<file path="src/rtl/core/assert_macros.svh">
// ----------------------------------------------------------------------------
// Assertion macros
// Shared concurrent assertion forms for the scheduler core.
// ----------------------------------------------------------------------------
`ifndef ASSERT_MACROS_SVH
`define ASSERT_MACROS_SVH

// property holds at every clock edge outside reset
`define LETS_ASSERT(lbl, clk, rst_n, prop) \
  lbl: assert property (@(posedge clk) disable iff (!rst_n) (prop)) \
    else $error("scheduler assertion failed");

// consequent holds in the cycle after the antecedent
`define LETS_ASSERT_NEXT(lbl, clk, rst_n, ante, cons) \
  lbl: assert property (@(posedge clk) disable iff (!rst_n) (ante) |=> (cons)) \
    else $error("scheduler assertion failed");

`endif

</file>
<file path="src/rtl/core/lets_pkg.sv">
// ----------------------------------------------------------------------------
// Scheduler package
// Codes, command types and defaults shared by the scheduler core.
// ----------------------------------------------------------------------------
package lets_pkg;

  localparam int LETS_MAX_THREADS  = 16;
  localparam int LETS_ELAPSED_BITS = 16;

  localparam logic [1:0] FN_CREATE = 2'd0;
  localparam logic [1:0] FN_SCHED  = 2'd1;
  localparam logic [1:0] FN_EXIT   = 2'd2;
  localparam logic [1:0] FN_JOIN   = 2'd3;

  localparam logic [1:0] ST_RUN     = 2'd0;
  localparam logic [1:0] ST_BLOCK   = 2'd1;
  localparam logic [1:0] ST_DONE    = 2'd2;
  localparam logic [1:0] ST_DESTROY = 2'd3;

  localparam logic [2:0] RC_OK        = 3'd0;
  localparam logic [2:0] RC_FULL      = 3'd1;
  localparam logic [2:0] RC_NOT_FOUND = 3'd2;
  localparam logic [2:0] RC_DONE      = 3'd3;
  localparam logic [2:0] RC_NONE      = 3'd4;

  typedef enum logic [3:0] {
    OP_HOLD,
    OP_INSERT,
    OP_WAKE,
    OP_CLEAN,
    OP_COMPACT,
    OP_SCAN_RUN,
    OP_SCAN_ID,
    OP_MARK_DESTROY,
    OP_SET_JOINER
  } cell_op_t;

  typedef struct packed {
    cell_op_t op;
    logic     phase;
  } cell_cmd_t;

  typedef enum logic [3:0] {
    S_IDLE,
    S_CREATE,
    S_EXIT,
    S_CLEAN,
    S_COMPACT,
    S_PSCAN,
    S_JSCAN,
    S_JMARK,
    S_JBLK,
    S_INSERT,
    S_RESP
  } state_t;

endpackage

</file>
<file path="src/rtl/core/lets_cell.sv">
// ----------------------------------------------------------------------------
// Queue cell
// One ready-queue slot: holds a thread record, shifts for ordered insert,
// swaps holes toward the tail and passes the search token on.
// ----------------------------------------------------------------------------
module lets_cell #(
  parameter int MAX_THREADS  = lets_pkg::LETS_MAX_THREADS,
  parameter int ELAPSED_BITS = lets_pkg::LETS_ELAPSED_BITS,
  parameter bit PARITY       = 1'b0
) (
  input  logic                                     clk,
  input  logic                                     rst_n,
  input  lets_pkg::cell_cmd_t                      cmd,
  input  logic [2*$clog2(MAX_THREADS)+ELAPSED_BITS+3:0] key,
  input  logic [2*$clog2(MAX_THREADS)+ELAPSED_BITS+3:0] left_rec,
  input  logic [2*$clog2(MAX_THREADS)+ELAPSED_BITS+3:0] right_rec,
  input  logic                                     left_flag,
  input  logic [2*$clog2(MAX_THREADS)+ELAPSED_BITS+5:0] tok_in,
  output logic [2*$clog2(MAX_THREADS)+ELAPSED_BITS+3:0] rec_o,
  output logic                                     flag_o,
  output logic [2*$clog2(MAX_THREADS)+ELAPSED_BITS+5:0] tok_o
);
  import lets_pkg::*;

  localparam int ID_W = $clog2(MAX_THREADS);

  typedef struct packed {
    logic                    vld;
    logic [ID_W-1:0]         id;
    logic [1:0]              st;
    logic [ELAPSED_BITS-1:0] el;
    logic [ID_W-1:0]         blk;
    logic                    jw;
  } rec_t;

  typedef struct packed {
    logic act;
    logic found;
    rec_t rec;
  } tok_t;

  rec_t rec_r, rec_nxt, lt, rt, k;
  tok_t tok_r, tok_nxt, ti;
  logic flag, scan, cond, hit;

  assign lt = left_rec;
  assign rt = right_rec;
  assign k  = key;
  assign ti = tok_in;

  assign flag = !rec_r.vld || (k.el < rec_r.el);
  assign scan = (cmd.op == OP_SCAN_RUN) || (cmd.op == OP_SCAN_ID);
  assign cond = (cmd.op == OP_SCAN_RUN) ? (rec_r.st == ST_RUN) : (rec_r.id == k.id);
  assign hit  = scan && ti.act && !ti.found && rec_r.vld && cond;

  always_comb begin
    rec_nxt = rec_r;
    unique case (cmd.op)
      OP_HOLD: begin
      end
      OP_INSERT: begin
        if (flag) begin
          rec_nxt = left_flag ? lt : k;
        end
      end
      OP_WAKE: begin
        if (rec_r.vld && rec_r.st == ST_BLOCK && rec_r.blk == k.id) begin
          rec_nxt.st = ST_RUN;
        end
      end
      OP_CLEAN: begin
        if (rec_r.st == ST_DESTROY) begin
          rec_nxt.vld = 1'b0;
        end
      end
      OP_COMPACT: begin
        if (cmd.phase == PARITY) begin
          if (!rec_r.vld && rt.vld) begin
            rec_nxt = rt;
          end
        end else begin
          if (!lt.vld && rec_r.vld) begin
            rec_nxt = lt;
          end
        end
      end
      OP_SCAN_RUN: begin
        if (hit) begin
          rec_nxt.vld = 1'b0;
        end
      end
      OP_SCAN_ID: begin
      end
      OP_MARK_DESTROY: begin
        if (rec_r.vld && rec_r.id == k.id) begin
          rec_nxt.st = ST_DESTROY;
        end
      end
      OP_SET_JOINER: begin
        if (rec_r.vld && rec_r.id == k.id) begin
          rec_nxt.jw = k.jw;
        end
      end
      default: begin
      end
    endcase
  end

  always_comb begin
    tok_nxt.act   = scan && ti.act;
    tok_nxt.found = scan && ti.act && (ti.found || hit);
    tok_nxt.rec   = hit ? rec_r : ti.rec;
  end

  always_ff @(posedge clk) begin
    if (!rst_n) begin
      rec_r.vld   <= 1'b0;
      tok_r.act   <= 1'b0;
      tok_r.found <= 1'b0;
    end else begin
      rec_r <= rec_nxt;
      tok_r <= tok_nxt;
    end
  end

  assign rec_o  = rec_r;
  assign flag_o = flag;
  assign tok_o  = tok_r;

endmodule

</file>
<file path="src/rtl/core/least_elapsed_thread_scheduler.sv">
// ----------------------------------------------------------------------------
// Least elapsed thread scheduler
// Ready queue ordered by elapsed quanta, held in a row of queue cells.
// ----------------------------------------------------------------------------
// Events enter on the in_ stream: tuser carries the event kind (create,
// schedule, exit, join), tdata the join target and the wants-value flag.
// Each event yields one result word on the out_ stream: running thread,
// new thread id, status code and a switch flag.
// One event is handled at a time. A scheduling decision sweeps the cell row
// three times when it finds a run thread (hole compaction, run-thread
// search, compaction again) and twice when it finds none; schedule, exit
// and a join that blocks each make one such decision.
// A result waits in the output register while the next event is taken,
// so a stalled receiver costs nothing until a second result is ready.
// After reset thread 0 runs, the queue is empty and the next id is 1;
// the block is ready for an event as soon as reset is released.
module least_elapsed_thread_scheduler #(
  parameter int MAX_THREADS  = lets_pkg::LETS_MAX_THREADS,
  parameter int ELAPSED_BITS = lets_pkg::LETS_ELAPSED_BITS
) (
  input  logic        clk,
  input  logic        rst_n,
  input  logic        in_tvalid,
  output logic        in_tready,
  input  logic [7:0]  in_tdata,   // target_id[3:0], wants_value[4]
  input  logic [1:0]  in_tuser,   // func[1:0]
  output logic        out_tvalid,
  input  logic        out_tready,
  output logic [15:0] out_tdata   // running_id[3:0], new_id[7:4],
                                  // status_code[10:8], switched[11]
);
  import lets_pkg::*;
  `include "assert_macros.svh"

  localparam int ID_W  = $clog2(MAX_THREADS);
  localparam int NID_W = $clog2(MAX_THREADS + 1);
  localparam int CNT_W = $clog2(MAX_THREADS);
  localparam int REC_W = 2 * ID_W + ELAPSED_BITS + 4;
  localparam int TOK_W = REC_W + 2;

  typedef struct packed {
    logic                    vld;
    logic [ID_W-1:0]         id;
    logic [1:0]              st;
    logic [ELAPSED_BITS-1:0] el;
    logic [ID_W-1:0]         blk;
    logic                    jw;
  } rec_t;

  typedef struct packed {
    logic act;
    logic found;
    rec_t rec;
  } tok_t;

  logic [REC_W-1:0] rec_w  [MAX_THREADS];
  logic             flag_w [MAX_THREADS];
  logic [TOK_W-1:0] tok_w  [MAX_THREADS];

  cell_cmd_t  cmd;
  rec_t       key, bound_l, bound_r;
  tok_t       tok0, tok_last;

  state_t            state_r, state_nxt;
  rec_t              cur_r, cur_nxt, pick_r, pick_nxt;
  logic [NID_W-1:0]  nid_r, nid_nxt;
  logic [ID_W-1:0]   tgt_r, tgt_nxt;
  logic              wants_r, wants_nxt;
  logic              second_r, second_nxt;
  logic              inj_r, inj_nxt;
  logic [CNT_W-1:0]  cnt_r, cnt_nxt;
  logic [3:0]        rnew_r, rnew_nxt;
  logic [2:0]        rstat_r, rstat_nxt;
  logic              rsw_r, rsw_nxt;
  logic              ov_r, ov_nxt;
  logic [15:0]       od_r, od_nxt;

  assign bound_l  = '{vld: 1'b1, default: '0};
  assign bound_r  = '0;
  assign tok_last = tok_w[MAX_THREADS-1];

  for (genvar i = 0; i < MAX_THREADS; i++) begin : g_cell
    logic [REC_W-1:0] lrec, rrec;
    logic             lflag;
    logic [TOK_W-1:0] tin;
    if (i == 0) begin : g_head
      assign lrec  = bound_l;
      assign lflag = 1'b0;
      assign tin   = tok0;
    end else begin : g_body
      assign lrec  = rec_w[i-1];
      assign lflag = flag_w[i-1];
      assign tin   = tok_w[i-1];
    end
    if (i == MAX_THREADS - 1) begin : g_tail
      assign rrec = bound_r;
    end else begin : g_mid
      assign rrec = rec_w[i+1];
    end
    lets_cell #(
      .MAX_THREADS  (MAX_THREADS),
      .ELAPSED_BITS (ELAPSED_BITS),
      .PARITY       (1'(i % 2))
    ) u_cell (
      .clk       (clk),
      .rst_n     (rst_n),
      .cmd       (cmd),
      .key       (key),
      .left_rec  (lrec),
      .right_rec (rrec),
      .left_flag (lflag),
      .tok_in    (tin),
      .rec_o     (rec_w[i]),
      .flag_o    (flag_w[i]),
      .tok_o     (tok_w[i])
    );
  end

  assign in_tready  = (state_r == S_IDLE);
  assign out_tvalid = ov_r;
  assign out_tdata  = od_r;

  always_comb begin
    state_nxt  = state_r;
    cur_nxt    = cur_r;
    pick_nxt   = pick_r;
    nid_nxt    = nid_r;
    tgt_nxt    = tgt_r;
    wants_nxt  = wants_r;
    second_nxt = second_r;
    inj_nxt    = inj_r;
    cnt_nxt    = cnt_r;
    rnew_nxt   = rnew_r;
    rstat_nxt  = rstat_r;
    rsw_nxt    = rsw_r;
    ov_nxt     = ov_r && !out_tready;
    od_nxt     = od_r;
    cmd        = '{op: OP_HOLD, phase: 1'b0};
    key        = '0;
    tok0       = '0;
    unique case (state_r)
      S_IDLE: begin
        if (in_tvalid) begin
          tgt_nxt   = ID_W'(in_tdata[3:0]);
          wants_nxt = in_tdata[4];
          rnew_nxt  = 4'd0;
          rstat_nxt = RC_OK;
          rsw_nxt   = 1'b0;
          inj_nxt   = 1'b0;
          unique case (in_tuser)
            FN_CREATE: state_nxt = S_CREATE;
            FN_SCHED:  state_nxt = S_CLEAN;
            FN_EXIT:   state_nxt = S_EXIT;
            FN_JOIN: begin
              if (32'(in_tdata[3:0]) < 32'(MAX_THREADS)) begin
                state_nxt = S_JSCAN;
              end else begin
                rstat_nxt = RC_NOT_FOUND;
                state_nxt = S_RESP;
              end
            end
            default: state_nxt = S_IDLE;
          endcase
        end
      end
      S_CREATE: begin
        if (nid_r == NID_W'(MAX_THREADS)) begin
          rstat_nxt = RC_FULL;
        end else begin
          cmd.op   = OP_INSERT;
          key.vld  = 1'b1;
          key.id   = nid_r[ID_W-1:0];
          key.st   = ST_RUN;
          rnew_nxt = 4'(nid_r);
          nid_nxt  = nid_r + NID_W'(1);
        end
        state_nxt = S_RESP;
      end
      S_EXIT: begin
        cur_nxt.st = cur_r.jw ? ST_DESTROY : ST_DONE;
        cmd.op     = OP_WAKE;
        key.id     = cur_r.id;
        state_nxt  = S_CLEAN;
      end
      S_CLEAN: begin
        cmd.op     = OP_CLEAN;
        cnt_nxt    = '0;
        second_nxt = 1'b0;
        state_nxt  = S_COMPACT;
      end
      S_COMPACT: begin
        cmd.op    = OP_COMPACT;
        cmd.phase = cnt_r[0];
        cnt_nxt   = cnt_r + CNT_W'(1);
        if (cnt_r == CNT_W'(MAX_THREADS - 1)) begin
          cnt_nxt   = '0;
          inj_nxt   = 1'b0;
          state_nxt = second_r ? S_INSERT : S_PSCAN;
        end
      end
      S_PSCAN: begin
        cmd.op   = OP_SCAN_RUN;
        tok0.act = !inj_r;
        inj_nxt  = 1'b1;
        if (tok_last.act) begin
          if (tok_last.found) begin
            pick_nxt   = tok_last.rec;
            cur_nxt.el = (&cur_r.el) ? cur_r.el : cur_r.el + ELAPSED_BITS'(1);
            second_nxt = 1'b1;
            state_nxt  = S_COMPACT;
          end else begin
            rstat_nxt = RC_NONE;
            state_nxt = S_RESP;
          end
        end
      end
      S_JSCAN: begin
        cmd.op   = OP_SCAN_ID;
        key.id   = tgt_r;
        tok0.act = !inj_r;
        inj_nxt  = 1'b1;
        if (tok_last.act) begin
          if (!tok_last.found || tok_last.rec.st == ST_DESTROY) begin
            rstat_nxt = RC_NOT_FOUND;
            state_nxt = S_RESP;
          end else if (tok_last.rec.st == ST_DONE) begin
            rstat_nxt = RC_DONE;
            state_nxt = wants_r ? S_JMARK : S_RESP;
          end else begin
            cur_nxt.st  = ST_BLOCK;
            cur_nxt.blk = tgt_r;
            state_nxt   = S_JBLK;
          end
        end
      end
      S_JMARK: begin
        cmd.op    = OP_MARK_DESTROY;
        key.id    = tgt_r;
        state_nxt = S_RESP;
      end
      S_JBLK: begin
        cmd.op    = OP_SET_JOINER;
        key.id    = tgt_r;
        key.jw    = wants_r;
        state_nxt = S_CLEAN;
      end
      S_INSERT: begin
        cmd.op    = OP_INSERT;
        key       = cur_r;
        key.vld   = 1'b1;
        cur_nxt   = pick_r;
        rsw_nxt   = 1'b1;
        state_nxt = S_RESP;
      end
      S_RESP: begin
        if (!ov_r || out_tready) begin
          ov_nxt    = 1'b1;
          od_nxt    = {4'd0, rsw_r, rstat_r, rnew_r, 4'(cur_r.id)};
          state_nxt = S_IDLE;
        end
      end
      default: state_nxt = S_IDLE;
    endcase
  end

  always_ff @(posedge clk) begin
    if (!rst_n) begin
      state_r  <= S_IDLE;
      cur_r    <= '{vld: 1'b1, st: ST_RUN, default: '0};
      nid_r    <= NID_W'(1);
      second_r <= 1'b0;
      inj_r    <= 1'b0;
      cnt_r    <= '0;
      ov_r     <= 1'b0;
    end else begin
      state_r  <= state_nxt;
      cur_r    <= cur_nxt;
      nid_r    <= nid_nxt;
      second_r <= second_nxt;
      inj_r    <= inj_nxt;
      cnt_r    <= cnt_nxt;
      ov_r     <= ov_nxt;
    end
  end

  always_ff @(posedge clk) begin
    pick_r  <= pick_nxt;
    tgt_r   <= tgt_nxt;
    wants_r <= wants_nxt;
    rnew_r  <= rnew_nxt;
    rstat_r <= rstat_nxt;
    rsw_r   <= rsw_nxt;
    od_r    <= od_nxt;
  end

  `LETS_ASSERT(a_nid_range, clk, rst_n, (nid_r != '0) && (nid_r <= NID_W'(MAX_THREADS)))
  `LETS_ASSERT_NEXT(a_accept_leaves_idle, clk, rst_n, in_tvalid && in_tready, state_r != S_IDLE)
  `LETS_ASSERT(a_switch_is_ok, clk, rst_n, !(ov_r && od_r[11]) || (od_r[10:8] == RC_OK))

endmodule
</file>
<file path="config.mk">
export PLATFORM = sky130hd
export DESIGN_NAME = least_elapsed_thread_scheduler
export DESIGN_NICKNAME = d
export VERILOG_FILES = /design/src/rtl/core/lets_pkg.sv /design/src/rtl/core/lets_cell.sv /design/src/rtl/core/least_elapsed_thread_scheduler.sv
export VERILOG_INCLUDE_DIRS = /design/src /design/src/rtl/core
export SDC_FILE = /design/constraint.sdc
export NUM_CORES = 2
export LEC_CHECK = 0
export ABC_AREA = 1
export BUFFER_PORTS_ARGS = -buffer_cell sky130_fd_sc_hd__buf_4
export CORE_MARGIN = 3
export CORE_UTILIZATION = 40
export CTS_CLUSTER_DIAMETER = 80
export DETAILED_ROUTE_END_ITERATION = 6
export HOLD_SLACK_MARGIN = 0.08
export PLACE_DENSITY = 0.6
export RECOVER_POWER = 50
export SYNTH_ARGS = -nofsm -noshare
export SYNTH_HDL_FRONTEND = slang
export SYNTH_SLANG_ARGS = --single-unit
</file>
<file path="constraint.sdc">
create_clock -name clk -period 6.61 [get_ports clk]
set_input_delay 1.983 -clock clk [delete_from_list [all_inputs] [get_ports clk]]
set_output_delay 1.983 -clock clk [all_outputs]
set_load 0.05 [all_outputs]
</file>
## After elaboration in Yosys (flattened, before gate mapping)

Index checks and enable logic that the tools add are counted.
W data, S select, Z words.

| cells by class | value |
|---|---|
| bitwise logic cells | 1 |
| multiplexer cells | 325 |
| add/sub/neg operators | 3 |
| reduce and logical (&&, ||, !) cells | 326 |
| equal/unequal tests | 216 |
| order comparisons | 16 |

Operators with widths:

| cell | count |
|---|---|
| $mux W28 | 91 |
| $pmux W20 S2 | 16 |
| $lt A16 B16 Y1 | 16 |
| $ne A2 B1 Y1 const B | 101 |
| $reduce_and A6 Y1 | 32 |
| $pmux W4 S2 | 19 |
| $logic_and A1 B1 Y1 | 143 |
| $eq A4 B4 Y1 | 32 |
| $pmux W2 S4 | 16 |
| $reduce_and A7 Y1 | 17 |
| $reduce_and A5 Y1 | 17 |
| $mux W1 | 74 |
| $mux W2 | 35 |
| $mux W4 | 16 |
| $pmux W1 S4 | 16 |
| $pmux W1 S3 | 17 |
| $mux W16 | 3 |
| $eq A2 B2 Y1 const B | 20 |
| $pmux W4 S9 | 1 |
| $logic_not A1 Y1 | 35 |
| $eq A2 B1 Y1 const B | 17 |
| $logic_not A2 Y1 | 17 |
| $logic_or A1 B1 Y1 | 34 |
| $eq A4 B3 Y1 const B | 8 |
| other kinds (34) | 94 |

| word-level totals | value |
|---|---|
| input bits | 14 |
| output and inout bits | 18 |
| logic and storage cells | 1131 |
| flip-flop bits (word level) | 1021 |

## Logic depth before layout (Yosys ltp)

| logic depth | value |
|---|---|
| depth after elaboration | 11 |
| mapped depth | 20 |
| mapped depth without buffers | 19 |

## Modules after synthesis

A second synthesis with hierarchy kept.

| second synthesis, totals | value |
|---|---|
| cells, all modules | 7305 |
| area total of the unflattened synthesis | 66053.4 µm² |

Modules (own cells, without submodules):

| module | seq. area each (µm²) | times used | cells each | area an instance (µm²) |
|---|---|---|---|---|
| lets_cell (g_cell[3].u_cell ...) | 1711.6 | 4 | 421 | 3852.4 |
| lets_cell (g_cell[0].u_cell ...) | 1711.6 | 4 | 422 | 3848.7 |
| lets_cell (g_cell[2].u_cell ...) | 1711.6 | 4 | 420 | 3844.9 |
| lets_cell (g_cell[11].u_cell ...) | 1711.6 | 3 | 423 | 3856.2 |
| least_elapsed_thread_scheduler | 2422.3 | 1 | 593 | 4616.9 |
| lets_cell (g_cell[1].u_cell) | 1711.6 | 1 | 391 | 3683.5 |

## Worst setup path after synthesis

No wires, ideal clock.

| timing path | value |
|---|---|
| kind | register to register |
| start point | reg state_r[0] |
| end point | reg g_cell[0].u_cell.rec_r (netlist bit g_cell[0].u_cell.rec_o[10]) (enable) |
| library setup time | 0.435 ns |
| period minus slack after synthesis | 5.173 ns |
| setup slack | 1.437 ns |
| data arrival time | 4.738 ns |
| buffers on the path | 1 |
| stages on the path, launching flop included | 16 |
| path through | dfxtp_1 -> inv_1 -> nor2_2 -> nand2_4 -> buf_1 -> nor2_1 -> ha_1 -> a21oi_1 -> nor2_1 -> a211oi_1 -> nand2_1 -> nand2_1 -> nand2_1 -> nand2_1 -> o21bai_1 -> nor3_1 |

| between the ends | value |
|---|---|
| longest elaborated chain between the ends | 6 |

RTL lines:

| what | RTL line | source |
|---|---|---|
| start: declaration | least_elapsed_thread_scheduler.sv:64 | `state_t state_r, state_nxt;` |
| start signal: assignment | least_elapsed_thread_scheduler.sv:276 | `state_r <= state_nxt;` |
| $eq A4 B4 Y1 | least_elapsed_thread_scheduler.sv:141 | `unique case (state_r)` |
| $mux W20 | least_elapsed_thread_scheduler.sv:141 |  |
| $lt A16 B16 Y1 | lets_cell.sv:51 | `assign flag = !rec_r.vld \|\| (k.el < rec_r.el);` |
| $logic_or A1 B1 Y1 | lets_cell.sv:51 |  |
| $ne A2 B1 Y1 (no line) | - |  |
| $reduce_and A5 Y1 (no line) * | - |  |
| end signal: assignment | lets_cell.sv:121 | `rec_r <= rec_nxt;` |
| end: declaration | lets_cell.sv:42 | `rec_t rec_r, rec_nxt, lt, rt, k;` |

Mark *: on every way between the ends. The rest lies on a longest branch, timed or not.
A chain may end at the register's enable or synchronous reset.

==> run metrics <==
status finished, violations left; failing checks max-capacitance violations, max-slew violations; fin. max-slew vios 493; commonest cells after routing, fill and taps aside nand2_1 (2,045), edfxtp_1 (916), inv_1 (594); io pins 32; Clock Path Buffers 3; global-route wire length before repair 249,000 um; area of the die 148,000 um^2; worst slew pin tran 4.21 ns; clock skew 0.0445 ns; Remaining DRCs 0; num rows 138; R2R depth 14; final global-route overflow total 0; H-tree depth 3; Design Area, Final 62,800 um^2; CTS resizes 0; crit path time final 5.57 ns; Die Wd 385 um; DP Area 59,100 um^2; Final Hold Vio Count 0; Cell variety after synth 52; Tcrit/Tclk final 84.3%; layout cells sized above 1 5.14%; Post-CTS Setup Inserts 0; Design Power 21,400 uW; ys async rst share 0%; area grow syn2layout 9.20%; Initial Util 40.4%; setup TNS 0 ns; IR drop worst, VDD 223 uV; vias per cell 5.33; First-pass DRT Iterations 7; relative slew slack -181%; post-synth top area cell edfxtp_1; gr usage total 21.7%; setup violators final 0; Via Count 45,800; Synth Cell Area 57,500 um^2; vias in the first global route 43,300; Mapped Cells 6,718; Post-synth top flop edfxtp_1; P per Cell Area 342 nW/um^2; initial antenna violation count 0; clock-pin slew on the worst setup and hold paths 0.06 ns; HP Class reg2reg; CP arrival 5.99 ns; Critical Path Sink Type register; RSZ-0062 raised after global routing no; final std cells w/o fill 8,586; LEAKAGE 0.0261 uW; Seq/Total Area, Yosys 51.0%; WS Path Type reg2reg; area fraction of the dominant cell type after synthesis 47.9%; Clk Latency, worst-skew pair 0.72 ns; synthesis-stage register bit count 1,007; max cap viols 14; largest net degree at the start of global routing 155; # fillers 13,700; Total Wirelength 164,000 um; DRT iter0 DRCs 4,535; f_max 0.179 GHz; Setup crit start kind register; placer congestion estimate 0.909; top post-synthesis cells by area edfxtp_1 (48%), nand2_1 (13%), ha_1 (5.3%); Worst Hold Path EP out_tdata[6]$_DFFE_PP_; Root Buffer clkbuf_16; average wire per standard cell 19.1 um; dpl hpwl 117,000 um; Num CTS Buffers 115; nets 6,854; Max FO, Critical Path 54; IO buf count 24; # hold bufs at CTS 0; die height 385 um; reg2reg start state_r[1]$_SDFFE_PN0P_; r2r setup slk 1.04 ns; commonest non-fill, non-tap cell in the layout nand2_1; core area 142,000 um^2; WHS Path Cells 0; Post-synth EDFFs 916; placed cells 8,369; Mean Syn Cell Area 8.55 um^2; clock sinks 1,007; CTS tree done; Final ANT Viol Nets 0; worst r2r dst g_cell[1].u_cell.tok_o[16]$_DFFE_PP_; YS warnings 0; hold_sp rnew_r[2]$_SDFFCE_PN0P_; critical path data required time 7.03 ns
==> routing by layer <==
metal  wire [um]  global-route usage [%]
met1       70500                    29.0
met2       74500                    35.0
met3       12800                    3.99
met4        6170                    7.99
met5           0                       0
==> power breakdown <==
| group | switching, uW | internal, uW | total, uW |
|---|---|---|---|
| logic | 4080 | 1700 | 5780 |
| registers | 653 | 8450 | 9110 |
| clock network | 2640 | 3920 | 6560 |
==> final cells by class <==
cell class	count	area (um^2)	area share [%]
Sequential cell	1007	29300	46.7
Multi-Input combinational cell	4754	24100	38.5
Clock buffer	159	3220	5.13
Tap cell	1890	2360	3.77
Inverter	605	2280	3.63
Timing Repair Buffer	113	787	1.25
Clock inverter	56	641	1.02
Antenna cell	2	5.00	0.00798
==> logic make-up (layout without fill, tap and decap cells) <==
family / Yosys count / after routing / synth area share [%]
adders and majority gates: 244 / 244 / 5.31
DFF: 1007 / 1007 / 51.0
and+or+nand+nor: 3079 / 3079 / 22.3
AOI/OAI and AO/OA: 1364 / 1364 / 13.4
buffers and inverters: 960 / 933 / 7.00
other: 1 / 6 / 0.00653
xor gates and xnor gates: 63 / 63 / 0.960
==> critical path: stages, from the launching register on <==
cell      delay [ns]
dfxtp_1         0.49
nor2_2          0.15
nand2_4         0.34
clkbuf_1        0.70
nand2_1         0.38
nand2_1         0.21
nand3_4         0.08
inv_1           1.12
nand2_1         0.11
a21oi_1         0.36
nand2_1         0.14
nand2_1         0.12
nand2_2         0.62
nand2_1         0.25
o21ai_1         0.11
==> cell usage after synthesis (91+ instances only) <==
cell type and number:
nor2_1 302, o21ai_1 312, nand2_1 2034, edfxtp_1 916, o22ai_1 97, ha_1 244
nand3_1 581, clkbuf_1 185, o21ai_0 400, inv_1 591, dfxtp_1 91, a21oi_1 306
buf_2 91
==> state kept, by name (all words and copies together) (netlist names) <==
| signal | count |
|---|---|
| cnt_r | 4 |
| cur_r | 27 |
| g_cell.u_cell.rec_o | 448 |
| g_cell.u_cell.tok_o | 464 |
| inj_r | 1 |
| nid_r | 5 |
| out_tdata | 12 |
| out_tvalid | 1 |
| pick_r | 27 |
| rnew_r | 4 |
| rstat_r | 3 |
| rsw_r | 1 |
| second_r | 1 |
| state_r | 4 |
| tgt_r | 4 |
| wants_r | 1 |
==> through the flow <==
step           utilization, %  hold WS [ns]  worst slack [ns]
2_1_floorplan               -         0.400              1.44
3_5_place_dp             41.6         0.405              1.48
3_3_place_gp             41.6         0.401              1.51
6_report                 44.2         0.418              1.04
5_1_grt                  44.2         0.425             0.711
4_1_cts                  44.3         0.419              1.45
==> how the worst max path moves through the flow <==
stage,cells after the start,from,end
after detailed placement,16,state_r[1]$_SDFFE_PN0P_,g_cell[12].u_cell.rec_o[9]$_DFFE_PP_
after floorplan,15,state_r[0]$_SDFFE_PN0P_,g_cell[0].u_cell.rec_o[10]$_DFFE_PP_
after CTS,16,state_r[1]$_SDFFE_PN0P_,g_cell[12].u_cell.rec_o[12]$_DFFE_PP_
after global routing,14,state_r[2]$_SDFFE_PN0P_,g_cell[1].u_cell.tok_o[16]$_DFFE_PP_
final,14,state_r[1]$_SDFFE_PN0P_,g_cell[1].u_cell.tok_o[16]$_DFFE_PP_
after global placement,16,state_r[1]$_SDFFE_PN0P_,g_cell[12].u_cell.rec_o[10]$_DFFE_PP_
No activity file was read; power rests on OpenSTA's default activity.
